[config.mk]
export PLATFORM = sky130hd
export DESIGN_NAME = prtg_ctrl
export DESIGN_NICKNAME = d
export VERILOG_FILES = /design/src/sv/prtg_pkg.sv /design/src/sv/prtg_ctrl.sv
export SDC_FILE = /design/constraint.sdc
export NUM_CORES = 1
export LEC_CHECK = 0
export BUFFER_PORTS_ARGS = -buffer_cell sky130_fd_sc_hd__buf_2
export CORE_AREA = 2 2 39 41
export CTS_CLUSTER_DIAMETER = 100
export DETAILED_ROUTE_END_ITERATION = 16
export DIE_AREA = 0 0 41 43
export PLACE_DENSITY = 0.44
export SLEW_MARGIN = 20
export SYNTH_ARGS = -nofsm -noshare
export SYNTH_HDL_FRONTEND = slang
export SYNTH_SLANG_ARGS = --single-unit
export TNS_END_PERCENT = 1
[constraint.sdc]
create_clock -name i_clk -period 3.3 [get_ports i_clk]
set_input_delay 0.33 -clock i_clk [delete_from_list [all_inputs] [get_ports i_clk]]
set_output_delay 0.33 -clock i_clk [all_outputs]
set_load 0.01 [all_outputs]
[src/sv/prtg_pkg.sv]
// Package for the pre-trade risk gate: payload structs, codes, constants
// and the saturating add helper. No dependencies.
package prtg_pkg;

    localparam int NUM_SYMBOLS = 256;
    localparam int SYM_W = $clog2(NUM_SYMBOLS);

    typedef enum logic [2:0] {
        OP_CHECK   = 3'd0,
        OP_FILL    = 3'd1,
        OP_ADD_PNL = 3'd2,
        OP_DAILY   = 3'd3,
        OP_KILL    = 3'd4,
        OP_UNKILL  = 3'd5
    } t_opcode;

    typedef enum logic [2:0] {
        VD_OK       = 3'd0,
        VD_KILL     = 3'd1,
        VD_SIZE     = 3'd2,
        VD_PRICE    = 3'd3,
        VD_FAT      = 3'd4,
        VD_POSITION = 3'd5,
        VD_GROSS    = 3'd6,
        VD_DLOSS    = 3'd7
    } t_verdict;

    typedef enum logic [2:0] {
        CFG_MAX_QTY   = 3'd0,
        CFG_MAX_POS   = 3'd1,
        CFG_GROSS_CAP = 3'd2,
        CFG_MAX_LOSS  = 3'd3,
        CFG_FAT_FRAC  = 3'd4,
        CFG_MIN_PRICE = 3'd5,
        CFG_MAX_PRICE = 3'd6
    } t_cfg_index;

    localparam logic [30:0] RST_MAX_QTY   = 31'd500;
    localparam logic [30:0] RST_MAX_POS   = 31'd5000;
    localparam logic [61:0] RST_GROSS_CAP = 62'd20000000000;
    localparam logic [39:0] RST_MAX_LOSS  = 40'd500000000;
    localparam logic [15:0] RST_FAT_FRAC  = 16'd1311;
    localparam logic [30:0] RST_MIN_PRICE = 31'd100;
    localparam logic [30:0] RST_MAX_PRICE = 31'd1000000000;

    typedef struct packed {
        logic [2:0]         opcode;
        logic [7:0]         symbol_id;
        logic               side;
        logic signed [31:0] price;
        logic signed [31:0] quantity;
        logic [30:0]        bid_px;
        logic [30:0]        ask_px;
        logic signed [47:0] pnl_delta;
    } t_in_item;

    typedef struct packed {
        logic [2:0] verdict;
        logic       kill_active;
    } t_out_item;

    // Commands from the controller to the datapath.
    typedef struct packed {
        logic load;
        logic step1;
        logic step2;
        logic commit;
    } t_cmd;

    // Status from the datapath to the controller.
    typedef struct packed {
        logic is_check;
    } t_sts;

    // Signed 64-bit add that saturates at the range limits.
    function automatic logic signed [63:0] sat_add64(input logic signed [63:0] a,
                                                    input logic signed [63:0] b);
        logic signed [64:0] s;
        s = {a[63], a} + {b[63], b};
        if (s[64] != s[63]) begin
            sat_add64 = s[64] ? {1'b1, 63'd0} : {1'b0, {63{1'b1}}};
        end else begin
            sat_add64 = s[63:0];
        end
    endfunction

endpackage

[src/sv/prtg_ctrl.sv]
// Controller state machine of the risk gate: sequences load, read,
// multiply and commit, and owns the result valid flag. Uses prtg_pkg.
module prtg_ctrl
    import prtg_pkg::*;
(
    input  logic i_clk,
    input  logic i_rst_n,
    input  logic i_in_valid,
    output logic o_in_stall,
    output logic o_out_valid,
    input  logic i_out_stall,
    input  t_sts i_sts,
    output t_cmd o_cmd
);

    typedef enum logic [1:0] {
        S_IDLE,
        S_READ,
        S_MUL,
        S_COMMIT
    } t_state;

    t_state r_state, n_state;
    logic   r_out_valid, n_out_valid;
    logic   can_commit;

    // A check may only finish when the result register is free or draining.
    assign can_commit = !(i_sts.is_check && r_out_valid && i_out_stall);

    always_comb begin
        o_cmd.load   = i_in_valid && (r_state == S_IDLE);
        o_cmd.step1  = (r_state == S_READ);
        o_cmd.step2  = (r_state == S_MUL);
        o_cmd.commit = (r_state == S_COMMIT) && can_commit;
    end

    // Next state and next result valid.
    always_comb begin
        n_state = r_state;
        case (r_state)
            S_IDLE:   if (i_in_valid) n_state = S_READ;
            S_READ:   n_state = S_MUL;
            S_MUL:    n_state = S_COMMIT;
            S_COMMIT: if (can_commit) n_state = S_IDLE;
            default:  n_state = S_IDLE;
        endcase
        n_out_valid = r_out_valid;
        if (o_cmd.commit && i_sts.is_check) begin
            n_out_valid = 1'b1;
        end else if (!i_out_stall) begin
            n_out_valid = 1'b0;
        end
    end

    always_ff @(posedge i_clk) begin
        if (!i_rst_n) begin
            r_state     <= S_IDLE;
            r_out_valid <= 1'b0;
        end else begin
            r_state     <= n_state;
            r_out_valid <= n_out_valid;
        end
    end

    assign o_in_stall  = (r_state != S_IDLE);
    assign o_out_valid = r_out_valid;

    // A check never overwrites a result that is still held.
    a_no_overwrite: assert property (@(posedge i_clk) disable iff (!i_rst_n)
        (o_cmd.commit && i_sts.is_check) |-> !(r_out_valid && i_out_stall))
        else $error("check committed over a held result");

    // An accepted transaction always moves on to the read step.
    a_accept_read: assert property (@(posedge i_clk) disable iff (!i_rst_n)
        (i_in_valid && !o_in_stall) |=> (r_state == S_READ))
        else $error("accepted transaction did not start");

    // A result appears only after a check committed.
    a_valid_source: assert property (@(posedge i_clk) disable iff (!i_rst_n)
        $rose(r_out_valid) |-> $past(o_cmd.commit && i_sts.is_check))
        else $error("result valid without a committed check");

endmodule

# ---- Yosys cells after proc, flatten, opt, wreduce, memory -nomap -nowiden
# Index checks and enable logic that the tools add are counted.
# W data, S select, Z words.
dict set report totals {
  out_inout_bits 6
  in_bits 5
  romBits 0
  latchBits 0
  register_bits 3
  ram_bits 0
  word_cells 22
  memories 0
}
dict set report op_classes {
  div_mod_pow 0
  mux 5
  shift 0
  mul 0
  add_sub_neg 0
  order_cmp 0
  bitwise_logic 0
  n_eq_ne 6
  reduce_logical 9
}
# cell count
set ops {}
lappend ops {{$pmux W2 S4} 1}
lappend ops {{$logic_and A1 B1 Y1} 5}
lappend ops {{$eq A2 B2 Y1 const B} 2}
lappend ops {{$mux W2} 2}
lappend ops {{$ne A2 B2 Y1 const B} 2}
lappend ops {{$eq A2 B1 Y1 const B} 1}
lappend ops {{$logic_not A2 Y1} 1}
lappend ops {{$mux W1} 2}
lappend ops {{$ne A2 B1 Y1 const B} 1}
lappend ops {{$reduce_and A2 Y1} 1}
lappend ops {{$reduce_bool A2 Y1} 1}
lappend ops {{$logic_not A1 Y1} 1}

# ---- Logic depth before layout (Yosys ltp)
dict set report depth {
  word_depth 6
  depth_mapped 5
  mapped_depth_nobuf 5
}

# ---- Worst setup path before layout
# Ideal clock, no wire load.
dict set report synth_path {
  path_kind {reg2reg}
  from {register r_state[0]}
  to {register r_state[0]}
  stages_incl_launch_ff 5
  path_buffers 0
  setup_ns 0.115
  required_time_ns 3.185
  t_arrival_ns 1.123
  synth_period_minus_slack_ns 1.237
  path_slack_ns 2.063
  cell_sequence {dfxtp_1 > inv_1 > ha_1 > o41ai_2 > o21ba_1}
}
# item line_no
set synth_lines {}
lappend synth_lines {{from (decl)} prtg_ctrl.sv:23} ;# t_state r_state, n_state;
lappend synth_lines {{from (signal assigned)} prtg_ctrl.sv:60} ;# r_state <= n_state;

==> qor.yml <==
status:
  outcome: "complete, no violations"
power:
  power.density_cell_area_nw_per_um2: 807
  p_sw_share_pct: 39.8
  power.ir.vdd_worst_uv: 232
  pwr-share-comb_pct: 51.3
  power.net_switching_w: 0.000105
  static-leakage-power_nw: 0.173
  power.share.sequential_pct: 24.2
  final_total_pwr_w: 0.000262
  internal_power_w: 0.000158
  clock_power_share_pct: 24.6
synthesis:
  synthTopCellsByArea: "sky130_fd_sc_hd__ha_1 27%, sky130_fd_sc_hd__dfxtp_1 26%, sky130_fd_sc_hd__o41ai_2 7.1%"
  yosysTopAreaCell: "sky130_fd_sc_hd__ha_1"
  syn_avg_cell_area_sq_um: 9.54
  yosys.area.top_type_share_pct: 27.3
  post_synth_num_cell_types: 13
  ys_ff_latch: 3
  synth_cells: 24
  synth-seq-area-share_pct: 26.2
  synth_warnings: 0
  post_synth_instance_area_sq_um: 229
  mappedNetlistNets: 34
clock_tree:
  cts_sinks: 3
  clock-root-buffer: "sky130_fd_sc_hd__clkbuf_4"
  cts_buffers: 3
  cts_repair_resize_count: 0
  clock_path_buffers: 2
  clock_latency_ns: 0.23
  cts_hold_buf: 0
  cts_setup_buffers: 0
  clkTransAtPathRegs_ns: 0.04
  cts_h_tree_depth: 1
  clock_tree_from_tritoncts: "yes"
drt:
  first_pass_iters: 4
  route.detailed.vias_per_inst: 3.85
  totalWireLength_um: 440
  vias: 208
  detail_route.iter0.violations: 2
  route.antenna.remaining_nets: 0
  route.detailed.wl_per_inst_um: 8.15
  drc: 0
die:
  coreArea_sq_um: 1380
  fp.dieArea_sq_um: 1760
  floorplan.initialDensity_pct: 16.5
  floorplan.die.width_um: 41
  io_pins: 11
  placementRows: 14
  fp.dieH_um: 43
setup_path:
  worst-endpoint-arrival_ns: 1.19
  critical_path.endpoint_type: "output pin"
  worstPathBufferInverterCount: 2
  critical_path.max_fanout: 4
  slowest_stage: "sky130_fd_sc_hd__dfxtp_1"
  worst_ep_required_time_ns: 2.97
  cp_startpoint_kind: "flop"
  critical_path.top_delay_family: "flip-flops"
  crit_path_cell_chain: "inv_1, ha_1, and2_1, buf_2"
  criticalPathCategory: "reg2out"
  cp_slowest_stage_delay_ns: 0.38
timing:
  rsz0062_at_grt: "false"
  final_max_slew_viol_count: 0
  hold_viol_final: 0
  max-slew-margin-rel_pct: 85.3
  fin_tns_setup_ns: 0
  layout_worst_path_cycle_share_pct: 46.1
  final.setup_skew_ns: 0.000289
  hold-worst-slack_ns: 0.391
  worstMarginPinSlew_ns: 0.218
  final-setup-viol-count: 0
  max_freq_mhz: 658
  layout_min_cycle_time_ns: 1.52
min_path:
  timing.hold.worst.class: "in2reg"
grt:
  grt_residual_overflow: 0
  antenna_found_initial: 0
  grt_pass1_vias: 183
  wire_length_of_the_first_global_routing_pass_um: 752
  largest_net_degree_at_the_start_of_global_routing: 5
  globalRouteTotalUtil_pct: 6.51
placement:
  dp.cells: 50
  finalWeightedCongestion: 0.667
  buffer_ports.inserted: 10
  dp.final_hpwl_um: 351
final_layout:
  drive_gt1_share_pct: 39.5
  final_net_count: 49
  antennaDiodeCount: 0
  final_cell_count_without_fillers: 54
  layout-area-overhead-vs-synth_pct: 42.1
job:
  max-cap-violations: 0
==> worst paths after layout <==
check             startpoint           to  slack, ns  cells after the start
setup / recovery  r_state[0]     o_cmd[3]       1.78                      4
hold / removal       i_rst_n  o_out_valid       0.39                      2
setup reg to reg  r_state[0]   r_state[0]       1.97                      5
hold reg to reg   r_state[1]   r_state[1]       0.51                      2
==> layout by cell type, fill, tap and decap left out <==
cell | netlist | final
sky130_fd_sc_hd__buf_2 | 0 | 10
sky130_fd_sc_hd__ha_1 | 5 | 5
sky130_fd_sc_hd__inv_1 | 4 | 4
sky130_fd_sc_hd__clkbuf_4 | 0 | 3
sky130_fd_sc_hd__dfxtp_1 | 3 | 3
sky130_fd_sc_hd__nand2_1 | 2 | 2
sky130_fd_sc_hd__nor2b_1 | 2 | 2
sky130_fd_sc_hd__and2_1 | 1 | 1
sky130_fd_sc_hd__a31oi_1 | 1 | 1
sky130_fd_sc_hd__and4_4 | 1 | 1
sky130_fd_sc_hd__nor2_1 | 1 | 1
sky130_fd_sc_hd__mux2i_1 | 1 | 1
sky130_fd_sc_hd__a22oi_1 | 1 | 1
sky130_fd_sc_hd__o41ai_2 | 1 | 1
sky130_fd_sc_hd__o21ba_1 | 1 | 1
sky130_fd_sc_hd__clkbuf_1 | 0 | 1
==> registers in the layout, summed over array words and instances, names as in the netlist <==
signal	count
o_out_valid	1
r_state	2
==> synth_stat cells <==
cell,number
sky130_fd_sc_hd__o21ba_1,1
sky130_fd_sc_hd__nand2_1,2
sky130_fd_sc_hd__a31oi_1,1
sky130_fd_sc_hd__inv_1,4
sky130_fd_sc_hd__o41ai_2,1
sky130_fd_sc_hd__and4_4,1
sky130_fd_sc_hd__nor2b_1,2
sky130_fd_sc_hd__ha_1,5
sky130_fd_sc_hd__dfxtp_1,3
sky130_fd_sc_hd__mux2i_1,1
sky130_fd_sc_hd__nor2_1,1
sky130_fd_sc_hd__and2_1,1
sky130_fd_sc_hd__a22oi_1,1
==> cell families (layout without fill, tap and decap cells) <==
| kind of cell | count (synthesis) | after routing | share of synthesized area (%) |
|---|---|---|---|
| flip-flops | 3 | 3 | 26.2 |
| AO/OA/AOI/OAI | 4 | 4 | 17.5 |
| multiplexers | 1 | 1 | 4.37 |
| AND/OR/NAND/NOR | 7 | 7 | 18.0 |
| adder cells (fa/ha/maj) | 5 | 5 | 27.3 |
| buffers and inverters | 4 | 18 | 6.56 |
==> power by group through the flow <==
stage | Clock [W] | Sequential, W | Combinational [W]
after floorplan | 0 | 0.0000608 | 0.0000948
after global placement | 0 | 0.0000632 | 0.000138
after detailed placement | 0 | 0.0000639 | 0.000138
after CTS | 0.0000683 | 0.0000632 | 0.000138
after global routing | 0.0000732 | 0.0000646 | 0.000161
final | 0.0000645 | 0.0000634 | 0.000135
==> cell type report <==
class | count | area (sq um)
flip-flops and latches | 3 | 60.1
multi-input cells | 17 | 154
inverters | 4 | 15.0
clock buffers | 4 | 26.3
well taps | 16 | 20.0
repair buffers | 10 | 50.0
fillers | 152 | 1060
==> stage by stage <==
stage / util (%) / instance area, sq um / setup slack [ns]
final: 23.5 / 325 / 1.78
after global routing: 23.5 / 325 / 1.68
after CTS: 23.5 / 325 / 1.77
after detailed placement: 21.6 / 299 / 1.98
after global placement: 21.6 / 299 / 2.01
after floorplan: - / 229 / 2.06
==> routing by layer <==
layer  share of wire (%)  routed length (um)  global-route usage (%)  vias up
met5                   0                   0                       0        -
met4                   0                   0                    6.00        0
met3                  10                  44                    1.57        0
met2                  39                 171                    8.13       11
met1                  51                 224                    8.63       87
li1                    -                   -                       -      110
Note: power is estimated with default switching activity, not from simulation.
